## src/hdl/frame_heap_allocator_unit_macros.svh

```systemverilog
// Assertion macros shared by the allocator RTL.
// No dependencies; included by files that carry concurrent checks.
`ifndef FRAME_HEAP_ALLOCATOR_UNIT_MACROS_SVH
`define FRAME_HEAP_ALLOCATOR_UNIT_MACROS_SVH

// same-cycle implication
`define FHA_ASSERT_IMPL(label, clk, rst_n, ante, cons) \
	label: assert property (@(posedge clk) disable iff (!(rst_n)) (ante) |-> (cons)) \
		else $error("allocator check failed");

// next-cycle implication
`define FHA_ASSERT_NEXT(label, clk, rst_n, ante, cons) \
	label: assert property (@(posedge clk) disable iff (!(rst_n)) (ante) |=> (cons)) \
		else $error("allocator check failed");

`endif

```

## src/hdl/fha_pkg.sv

```systemverilog
// Types and constants for the frame heap allocator.
// No dependencies.
package fha_pkg;

	localparam logic [2:0] CMD_ALLOC  = 3'd0;
	localparam logic [2:0] CMD_FREE   = 3'd1;
	localparam logic [2:0] CMD_QUERY  = 3'd2;
	localparam logic [2:0] CMD_RECORD = 3'd3;
	localparam logic [2:0] CMD_ROLL   = 3'd4;

	localparam logic REG_BASE_ADDR  = 1'b0;
	localparam logic REG_LIMIT_ADDR = 1'b1;

	localparam logic [3:0] RECORD_ALIGN_LOG2 = 4'd2;

	typedef logic signed [35:0] addr_t;

	typedef struct packed {
		logic [31:0] tag;
		logic [31:0] head;
		logic [31:0] tail;
	} entry_t;

	typedef struct packed {
		logic push;
		logic pop;
		logic load_match;
		logic seek_shift;
		logic clr_tail;
	} stk_ctl_t;

	typedef enum logic [3:0] {
		ST_IDLE,
		ST_ADDR,
		ST_ALIGN,
		ST_FIT,
		ST_COMMIT,
		ST_LOADM,
		ST_SEEK,
		ST_POP,
		ST_RESP
	} state_t;

endpackage

```

## src/hdl/fha_cell.sv

```systemverilog
// One saved-state cell of the stack chain: tag, head and tail plus a search bit.
// Depends on fha_pkg.
module fha_cell import fha_pkg::*; #(
	parameter int IDX   = 0,
	parameter int CW    = 5
) (
	input  logic          clk,
	input  logic          arst_n,
	input  stk_ctl_t      ctl,
	input  logic [CW-1:0] cnt,
	input  logic [31:0]   seek_tag,
	input  entry_t        push_in,
	input  entry_t        pop_in,
	input  logic          match_in,
	output entry_t        ent,
	output logic          match
);

	localparam logic [CW-1:0] IDX_C = CW'(IDX);

	entry_t ent_q;
	logic   match_q;

	always_ff @(posedge clk) begin
		if (ctl.push) begin
			ent_q <= push_in;
		end else if (ctl.pop) begin
			ent_q <= pop_in;
		end else if (ctl.clr_tail) begin
			ent_q.tail <= '0;
		end
	end

	// only cells below the fill count may match
	always_ff @(posedge clk or negedge arst_n) begin
		if (!arst_n) begin
			match_q <= 1'b0;
		end else if (ctl.load_match) begin
			match_q <= (IDX_C < cnt) && ((seek_tag == '0) || (ent_q.tag == seek_tag));
		end else if (ctl.seek_shift) begin
			match_q <= match_in;
		end
	end

	assign ent   = ent_q;
	assign match = match_q;

endmodule

```

## src/hdl/fha_stack.sv

```systemverilog
// Saved-state stack as a chain of cells; cell 0 holds the newest entry.
// Depends on fha_pkg and fha_cell.
module fha_stack import fha_pkg::*; #(
	parameter int DEPTH = 16,
	parameter int CW    = 5
) (
	input  logic          clk,
	input  logic          arst_n,
	input  stk_ctl_t      ctl,
	input  logic [CW-1:0] cnt,
	input  logic [31:0]   seek_tag,
	input  entry_t        new_ent,
	output entry_t        top_ent,
	output logic          top_match
);

	entry_t ent [DEPTH];
	logic   mt  [DEPTH];

	for (genvar i = 0; i < DEPTH; i++) begin : g_cell
		entry_t push_src;
		entry_t pop_src;
		logic   match_src;

		if (i == 0) begin : g_first
			assign push_src = new_ent;
		end else begin : g_mid
			assign push_src = ent[i-1];
		end

		if (i == DEPTH - 1) begin : g_last
			assign pop_src   = ent[i];
			assign match_src = 1'b0;
		end else begin : g_inner
			assign pop_src   = ent[i+1];
			assign match_src = mt[i+1];
		end

		fha_cell #(.IDX(i), .CW(CW)) u_cell (
			.clk      (clk),
			.arst_n   (arst_n),
			.ctl      (ctl),
			.cnt      (cnt),
			.seek_tag (seek_tag),
			.push_in  (push_src),
			.pop_in   (pop_src),
			.match_in (match_src),
			.ent      (ent[i]),
			.match    (mt[i])
		);
	end

	assign top_ent   = ent[0];
	assign top_match = mt[0];

endmodule

```

## src/hdl/frame_heap_allocator_unit.sv

```systemverilog
// Channel   Signals                       Direction
// in        in_valid / in_ready + fields  command beat into the block
// out       out_valid / out_ready + flds  one result beat per command
// cfg       APB psel/penable/pwrite       arena base at 0, arena limit at 4
//
// Allocate, query and record step through the address, align, fit and commit
// states; free goes straight to commit; a record on a full stack, a roll back on
// an empty stack or an unknown command goes straight to the response state.
// Roll back loads the match bits, then the match bit walks the cell chain one
// cell a cycle, then the chain pops one entry a cycle; with no match it ends
// after seeking through the saved states. A new command is taken only once the
// previous result is registered. No clearing pass after reset. A stalled output
// holds the finished result and the block waits in its response state.
// Depends on fha_pkg, fha_stack and frame_heap_allocator_unit_macros.svh.
`include "frame_heap_allocator_unit_macros.svh"
module frame_heap_allocator_unit import fha_pkg::*; #(
	parameter int STATE_DEPTH        = 16,
	parameter int STATE_RECORD_BYTES = 16
) (
	input  logic        clk,
	input  logic        arst_n,
	input  logic        in_valid,
	output logic        in_ready,
	input  logic [2:0]  command,
	input  logic [31:0] request_size,
	input  logic [3:0]  align_log2,
	input  logic        from_tail,
	input  logic [1:0]  free_mode,
	input  logic [31:0] state_tag,
	output logic        out_valid,
	input  logic        out_ready,
	output logic [31:0] block_address,
	output logic        success,
	output logic [31:0] free_bytes,
	input  logic        psel,
	input  logic        penable,
	input  logic        pwrite,
	input  logic [2:0]  paddr,
	input  logic [31:0] pwdata,
	output logic [31:0] prdata,
	output logic        pready
);

	localparam int CW       = $clog2(STATE_DEPTH + 1);
	localparam int REC_SIZE = ((STATE_RECORD_BYTES + 3) / 4) * 4;
	localparam logic [CW-1:0] DEPTH_C = CW'(STATE_DEPTH);

	state_t state_q, state_d;
	stk_ctl_t ctl;

	logic [31:0] base_addr_q, limit_addr_q;
	logic [31:0] head_off_q, tail_off_q;
	logic [CW-1:0] cnt_q, j_q, rem_q;

	logic [2:0]  cmd_q;
	logic [31:0] req_q, tag_q;
	logic [3:0]  lg_q;
	logic        tail_q;
	logic [1:0]  mode_q;

	addr_t h_q, t_q, sz_q, m_q, nb_q, v_q, stop_q, nbt_q, diff_q;
	logic  vge_q;

	logic [31:0] res_addr_q, res_free_q;
	logic        res_ok_q;
	logic        out_valid_q;
	logic [31:0] out_addr_q, out_free_q;
	logic        out_ok_q;

	entry_t top_ent, new_ent;
	logic   top_match;
	logic   accept, head_fit, tail_fit, out_free;
	logic [CW-1:0] j_inc;
	logic [32:0] size0, size_r;
	logic [35:0] mask_w;

	assign accept   = in_valid && in_ready;
	assign head_fit = stop_q <= t_q;
	assign tail_fit = vge_q && (nbt_q >= h_q);
	assign out_free = !out_valid_q || out_ready;
	assign j_inc    = j_q + 1'b1;
	assign new_ent  = '{tag: tag_q, head: head_off_q, tail: tail_off_q};

	assign size0  = (req_q == '0) ? 33'd4 : {1'b0, req_q};
	assign size_r = (size0 + 33'd3) & ~33'd3;
	assign mask_w = (36'd1 << lg_q) - 36'd1;

	// configuration port
	assign pready = 1'b1;
	always_comb begin
		case (paddr[2])
			REG_BASE_ADDR:  prdata = base_addr_q;
			REG_LIMIT_ADDR: prdata = limit_addr_q;
			default:        prdata = '0;
		endcase
	end

	always_ff @(posedge clk or negedge arst_n) begin
		if (!arst_n) begin
			base_addr_q  <= '0;
			limit_addr_q <= '0;
		end else if (psel && penable && pwrite && pready) begin
			case (paddr[2])
				REG_BASE_ADDR:  base_addr_q  <= pwdata;
				REG_LIMIT_ADDR: limit_addr_q <= pwdata;
				default: ;
			endcase
		end
	end

	fha_stack #(.DEPTH(STATE_DEPTH), .CW(CW)) u_stack (
		.clk       (clk),
		.arst_n    (arst_n),
		.ctl       (ctl),
		.cnt       (cnt_q),
		.seek_tag  (tag_q),
		.new_ent   (new_ent),
		.top_ent   (top_ent),
		.top_match (top_match)
	);

	// next state
	always_comb begin
		state_d = state_q;
		case (state_q)
			ST_IDLE: begin
				if (accept) begin
					case (command)
						CMD_ALLOC, CMD_QUERY: state_d = ST_ADDR;
						CMD_RECORD: state_d = (cnt_q < DEPTH_C) ? ST_ADDR : ST_RESP;
						CMD_FREE:   state_d = ST_COMMIT;
						CMD_ROLL:   state_d = (cnt_q != '0) ? ST_LOADM : ST_RESP;
						default:    state_d = ST_RESP;
					endcase
				end
			end
			ST_ADDR:   state_d = ST_ALIGN;
			ST_ALIGN:  state_d = ST_FIT;
			ST_FIT:    state_d = ST_COMMIT;
			ST_COMMIT: state_d = ST_RESP;
			ST_LOADM:  state_d = ST_SEEK;
			ST_SEEK: begin
				if (top_match) begin
					state_d = ST_POP;
				end else if (j_inc == cnt_q) begin
					state_d = ST_RESP;
				end
			end
			ST_POP: begin
				if (rem_q == CW'(1)) begin
					state_d = ST_RESP;
				end
			end
			ST_RESP: begin
				if (out_free) begin
					state_d = ST_IDLE;
				end
			end
			default: state_d = ST_IDLE;
		endcase
	end

	// outputs of the sequencer
	always_comb begin
		in_ready = 1'b0;
		ctl      = '0;
		case (state_q)
			ST_IDLE:   in_ready = 1'b1;
			ST_COMMIT: begin
				ctl.push     = (cmd_q == CMD_RECORD) && head_fit;
				ctl.clr_tail = (cmd_q == CMD_FREE) && mode_q[1];
			end
			ST_LOADM:  ctl.load_match = 1'b1;
			ST_SEEK:   ctl.seek_shift = !top_match;
			ST_POP:    ctl.pop = 1'b1;
			default: ;
		endcase
	end

	always_ff @(posedge clk or negedge arst_n) begin
		if (!arst_n) begin
			state_q    <= ST_IDLE;
			head_off_q <= '0;
			tail_off_q <= '0;
			cnt_q      <= '0;
			j_q        <= '0;
			rem_q      <= '0;
			out_valid_q <= 1'b0;
		end else begin
			state_q <= state_d;
			if ((state_q == ST_RESP) && out_free) begin
				out_valid_q <= 1'b1;
			end else if (out_valid_q && out_ready) begin
				out_valid_q <= 1'b0;
			end
			case (state_q)
				ST_COMMIT: begin
					case (cmd_q)
						CMD_ALLOC: begin
							if (!tail_q && head_fit) begin
								head_off_q <= stop_q[31:0] - base_addr_q;
							end else if (tail_q && tail_fit) begin
								tail_off_q <= limit_addr_q - nbt_q[31:0];
							end
						end
						CMD_RECORD: begin
							if (head_fit) begin
								head_off_q <= stop_q[31:0] - base_addr_q;
								cnt_q      <= cnt_q + 1'b1;
							end
						end
						CMD_FREE: begin
							if (mode_q[0]) begin
								head_off_q <= '0;
								cnt_q      <= '0;
							end
							if (mode_q[1]) begin
								tail_off_q <= '0;
							end
						end
						default: ;
					endcase
				end
				ST_LOADM: j_q <= '0;
				ST_SEEK: begin
					if (top_match) begin
						rem_q <= j_inc;
					end else begin
						j_q <= j_inc;
					end
				end
				ST_POP: begin
					rem_q <= rem_q - 1'b1;
					if (rem_q == CW'(1)) begin
						head_off_q <= top_ent.head;
						tail_off_q <= top_ent.tail;
						cnt_q      <= cnt_q - j_inc;
					end
				end
				default: ;
			endcase
		end
	end

	// datapath and result staging
	always_ff @(posedge clk) begin
		case (state_q)
			ST_IDLE: begin
				if (accept) begin
					cmd_q  <= command;
					req_q  <= request_size;
					lg_q   <= (command == CMD_RECORD) ? RECORD_ALIGN_LOG2 : align_log2;
					tail_q <= from_tail;
					mode_q <= free_mode;
					tag_q  <= state_tag;
					res_addr_q <= '0;
					res_free_q <= '0;
					res_ok_q   <= 1'b0;
				end
			end
			ST_ADDR: begin
				h_q  <= $signed({4'b0, base_addr_q}) + $signed({4'b0, head_off_q});
				t_q  <= $signed({4'b0, limit_addr_q}) - $signed({4'b0, tail_off_q});
				sz_q <= (cmd_q == CMD_RECORD) ? addr_t'(REC_SIZE) : $signed({3'b0, size_r});
				m_q  <= $signed(mask_w);
			end
			ST_ALIGN: begin
				nb_q <= (h_q + m_q) & ~m_q;
				v_q  <= t_q - sz_q;
			end
			ST_FIT: begin
				stop_q <= nb_q + sz_q;
				nbt_q  <= v_q & ~m_q;
				vge_q  <= v_q >= h_q;
				diff_q <= t_q - nb_q;
			end
			ST_COMMIT: begin
				case (cmd_q)
					CMD_ALLOC: begin
						if (!tail_q && head_fit) begin
							res_addr_q <= nb_q[31:0];
							res_ok_q   <= 1'b1;
						end else if (tail_q && tail_fit) begin
							res_addr_q <= nbt_q[31:0];
							res_ok_q   <= 1'b1;
						end
					end
					CMD_RECORD: res_ok_q <= head_fit;
					CMD_QUERY: begin
						res_free_q <= (nb_q > t_q) ? '0 : diff_q[31:0];
						res_ok_q   <= 1'b1;
					end
					CMD_FREE: res_ok_q <= 1'b1;
					default: ;
				endcase
			end
			ST_POP: begin
				if (rem_q == CW'(1)) begin
					res_ok_q <= 1'b1;
				end
			end
			ST_RESP: begin
				if (out_free) begin
					out_addr_q <= res_addr_q;
					out_free_q <= res_free_q;
					out_ok_q   <= res_ok_q;
				end
			end
			default: ;
		endcase
	end

	assign out_valid     = out_valid_q;
	assign block_address = out_addr_q;
	assign success       = out_ok_q;
	assign free_bytes    = out_free_q;

	`FHA_ASSERT_IMPL(a_cnt_bound, clk, arst_n, 1'b1, cnt_q <= DEPTH_C)
	`FHA_ASSERT_IMPL(a_push_room, clk, arst_n, ctl.push, cnt_q < DEPTH_C)
	`FHA_ASSERT_IMPL(a_pop_rem, clk, arst_n, ctl.pop, (rem_q != '0) && (rem_q <= cnt_q))
	`FHA_ASSERT_NEXT(a_one_cmd, clk, arst_n, accept, !in_ready)

endmodule
```

## config.mk

```make
export PLATFORM = sky130hd
export DESIGN_NAME = frame_heap_allocator_unit
export DESIGN_NICKNAME = d
export VERILOG_FILES = /design/src/hdl/fha_pkg.sv /design/src/hdl/fha_cell.sv /design/src/hdl/fha_stack.sv /design/src/hdl/frame_heap_allocator_unit.sv
export VERILOG_INCLUDE_DIRS = /design/src /design/src/hdl
export SDC_FILE = /design/constraint.sdc
export NUM_CORES = 2
export LEC_CHECK = 0
export BUFFER_PORTS_ARGS = -buffer_cell sky130_fd_sc_hd__buf_4
export CORE_ASPECT_RATIO = 1.1
export CORE_UTILIZATION = 45
export CTS_CLUSTER_DIAMETER = 30
export CTS_CLUSTER_SIZE = 16
export DETAILED_ROUTE_END_ITERATION = 6
export HOLD_SLACK_MARGIN = 0.1
export SETUP_SLACK_MARGIN = 0.5
export SKIP_LAST_GASP = 1
export SYNTH_ARGS = -nofsm -noshare
export SYNTH_HDL_FRONTEND = slang
export SYNTH_SLANG_ARGS = --single-unit
```

## constraint.sdc

```tcl
create_clock -name clk -period 25.5 [get_ports clk]
set_input_delay 5.1 -clock clk [delete_from_list [all_inputs] [get_ports clk]]
set_output_delay 5.1 -clock clk [all_outputs]
set_load 0.01 [all_outputs]
```

==> results by group <==
Status
  • Outcome: finished clean

Drt
  • Vias: 75906
  • Total Wirelength: 308000 um
  • Routed Antenna Nets: 0
  • Initial DRC Count: 6951
  • Routed WL per cell: 22.1 um
  • Number of detailed-route iterations in the first pass: 6
  • Avg Vias per Cell: roughly 5.5
  • Post-route DRC: 0

Clock network
  • Hold buffer count at cts: 0
  • Clock Tree Root: clkbuf_16
  • Clock Path Buffers: 4
  • Htree depth: 5
  • Worst-path clk slew: 0.05 ns
  • CTS sink cnt: 2209
  • Cts repair resizes: 0
  • Post-CTS Setup Bufs: 0
  • Worst-Skew Late Latency: 0.92 ns
  • TritonCTS clock tree: done
  • Total CTS buffers: 476

Yosys
  • Cells after Synth: 9918
  • Mapped Area: between 0.1 and 0.15 mm2
  • Synthesis Warnings: 0
  • Yosys reg bits: 2209
  • Post-synthesis cell type count: 88
  • Ys flop type: edfxtp_1
  • Post-synth EDFFs: 2045
  • Syn avg cell area: 11.0 um2
  • Post-synth ARST share: 7.42%
  • Post-synthesis sequential area ratio: about 60%

STA
  • Worst clock skew: about 0.068 ns
  • Setup ws final: 13.73 ns
  • Worst Tran Pin Value: 1.19 ns
  • Final-report max-slew violation count: 0
  • Hold Fails Final Rpt: 0
  • Fin crit period: 11.77 ns
  • Final Cycle Share: 46.1%
  • Highest clock rate: between 80 and 90 MHz
  • Unrepaired setup endpoints after global routing: no
  • Slew headroom: 19.6%
  • Setup tns final: 0 ns
  • Final setup viols: 0
  • Final hold slack: 0.404 ns

Place
  • Dpl hpwl: 214000 um
  • Port bufs: 212
  • DP Worst Slack: 13.82 ns
  • Gpl congestion: 0.960

GRT
  • Vias in the first global route: 74735
  • Congestion Overflow GR: 0
  • First-pass GRT wire length: 464000 um
  • Initial antenna violation count: 10
  • Largest net degree at the start of global routing: 245
  • Tot GR Track Use: 24.6%

Finish
  • Area of the multi-input gates: between 0.04 and 0.05 mm2
  • Synth-to-layout area growth: 19.3%
  • Storage element area: 0.0655 mm2
  • Nets: 10776
  • Fillers: 20609
  • Layout cells sized above 1: 11.5%

Power
  • Clock power frac: 43.6%
  • Max VDD drop: between 0.06 and 0.07 mV
  • Comb power frac: 21.6%
  • Net Sw Frac: 30.5%
  • Net switching power: around 4300 uW
  • Internal Power: 9900 uW
  • Reg power frac: 34.8%
  • PwrDens: 109 mW/mm2
  • Leak: 0.0517 uW

Critical path
  • Setup slack, reg-to-reg: 16.27 ns
  • Worst setup EP type: output port
  • Worst Path Required: just over 20 ns
  • Origin of the critical flop-to-flop path: t_q[32]$_DFFE_PP_
  • Critical Path AT: 6.67 ns
  • Worst r2r dst: u_stack.g_cell[11].u_cell.ent[6]$_DFFE_PP_
  • Kind of critical path: input port to output port
  • Crit path max fanout: between 60 and 70
  • CP Launch Type: input port
  • R2R depth: 15

Worst hold path
  • Hold Path End: free_bytes[27]$_DFFE_PP_
  • Hold Crit Depth: 0
  • Worst min-delay path startpoint: res_free_q[27]$_SDFFCE_PN0P_
  • Tightest Hold Check Type: flop to flop

Floorplanning
  • DIE HEIGHT: between 500 and 600 um
  • Initial Util: around 45%
  • Core region area: ~0.24 mm2
  • Chip width: roughly 470 um
  • # IOs: 216
  • DIE AREA: between 0.2 and 0.25 mm2
  • Cell Rows: 189

Flow run
  • # Max-Cap Violations: 0
[cells by family after synthesis]
logic type / synth area share, %
mux: 1.06
fa+ha+maj: 4.75
xor+xnor: 6.13
other cells: 0.00686
simple gates: 15.8
compound gates: 9.64
flops: 59.8
buf+inv: 2.81
[worst max-delay path: stages]
cell	delay, ns
buf_4	0.29
o21ai_0	0.91
buf_4	0.26
[power by group through the flow]
stage,Combinational (uW),Clock (uW),Sequential [uW]
3_5_place_dp,3060,0,5020
5_1_grt,3370,6470,5000
2_1_floorplan,2120,0,5040
4_1_cts,3090,6300,4960
6_report,3080,6210,4960
3_3_place_gp,3020,0,5010
[Yosys cell counts (141+ instances only)]
library cell,instances,area [um2]
buf_2,141,706
clkbuf_1,313,1170
xnor2_1,541,4740
nand2_1,3152,11800
a21oi_1,301,1510
a21o_1,174,1310
o21ai_0,211,1060
ha_1,401,5020
edfxtp_1,2045,61400
inv_1,292,1100
nor2_1,326,1220
dfrtp_1,164,4100
xor2_1,226,1980
a22o_1,450,3940
nand4_1,158,988
[metal layers]
| metal | GRT usage (%) | vias to the layer above | part of all wire (%) |
|---|---|---|---|
| met5 | 0 | - | 0.0088 |
| met1 | 34.4 | 37266 | 45 |
| met3 | 3.67 | 525 | 5.4 |
| met2 | 38.2 | 2247 | 46 |
| met4 | 10.5 | 4 | 4.3 |
| li1 | - | 35864 | - |
[cell type report]
class,instances,area share (%)
Clock inverter,348,3.05
Clock buffer,545,9.45
Timing Repair Buffer,323,1.94
Multi-Input combinational cell,6947,31.4
Antenna cell,3,0.00575
Sequential cell,2209,50.2
Tap cell,3247,3.11
Inverter,293,0.850
[cells in the final DEF, fill, tap and decap left out, types with 47 or more instances in the layout]
master     count
ha_1         401
clkbuf_16    482
mux2_2        69
nand2_1     3150
inv_1        291
nor4_1        85
nor2_1       324
a22o_1       450
buf_4        314
a21o_1       174
a31oi_1       47
nand3_1       75
clkbuf_1      58
clkinv_2      78
xor2_1       226
o21ai_0      209
a21oi_1      301
clkinv_1      61
xnor2_1      541
bufinv_16     67
nor3_1        63
edfxtp_1    2045
and2_1        76
dfrtp_1      164
nand4_1      158
nor2b_1       87
[flip-flops by register name, indices dropped and copies added, names as in the netlist, 33 cells and up]
name / flops
h_q: 33
nb_q: 36
nbt_q: 36
stop_q: 36
t_q: 33
u_stack.g_cell.u_cell.ent: 1536
v_q: 36
[worst max-delay path by stage]
stage,startpoint,to
floorplan,t_q[32]$_DFFE_PP_,u_stack.g_cell[0].u_cell.ent[32]$_DFFE_PP_
global placement,paddr[2],prdata[6]
detailed placement,paddr[2],prdata[6]
CTS,paddr[2],prdata[6]
global route,paddr[2],prdata[10]
finish,paddr[2],prdata[6]
[through the flow]
| stage | power, uW | area, um2 | std cells | util [%] |
|---|---|---|---|---|
| 2_1_floorplan | 7160 | 110000 | 9927 | - |
| 3_3_place_gp | 8030 | 114000 | 13019 | 47.3 |
| 3_5_place_dp | 8080 | 114000 | 13019 | 47.3 |
| 4_1_cts | 14300 | 131000 | 13912 | 54.1 |
| 5_1_grt | 14800 | 131000 | 13915 | 54.1 |
| 6_report | 14200 | 131000 | 13915 | 54.1 |
Note: power is estimated with default switching activity, not from simulation.
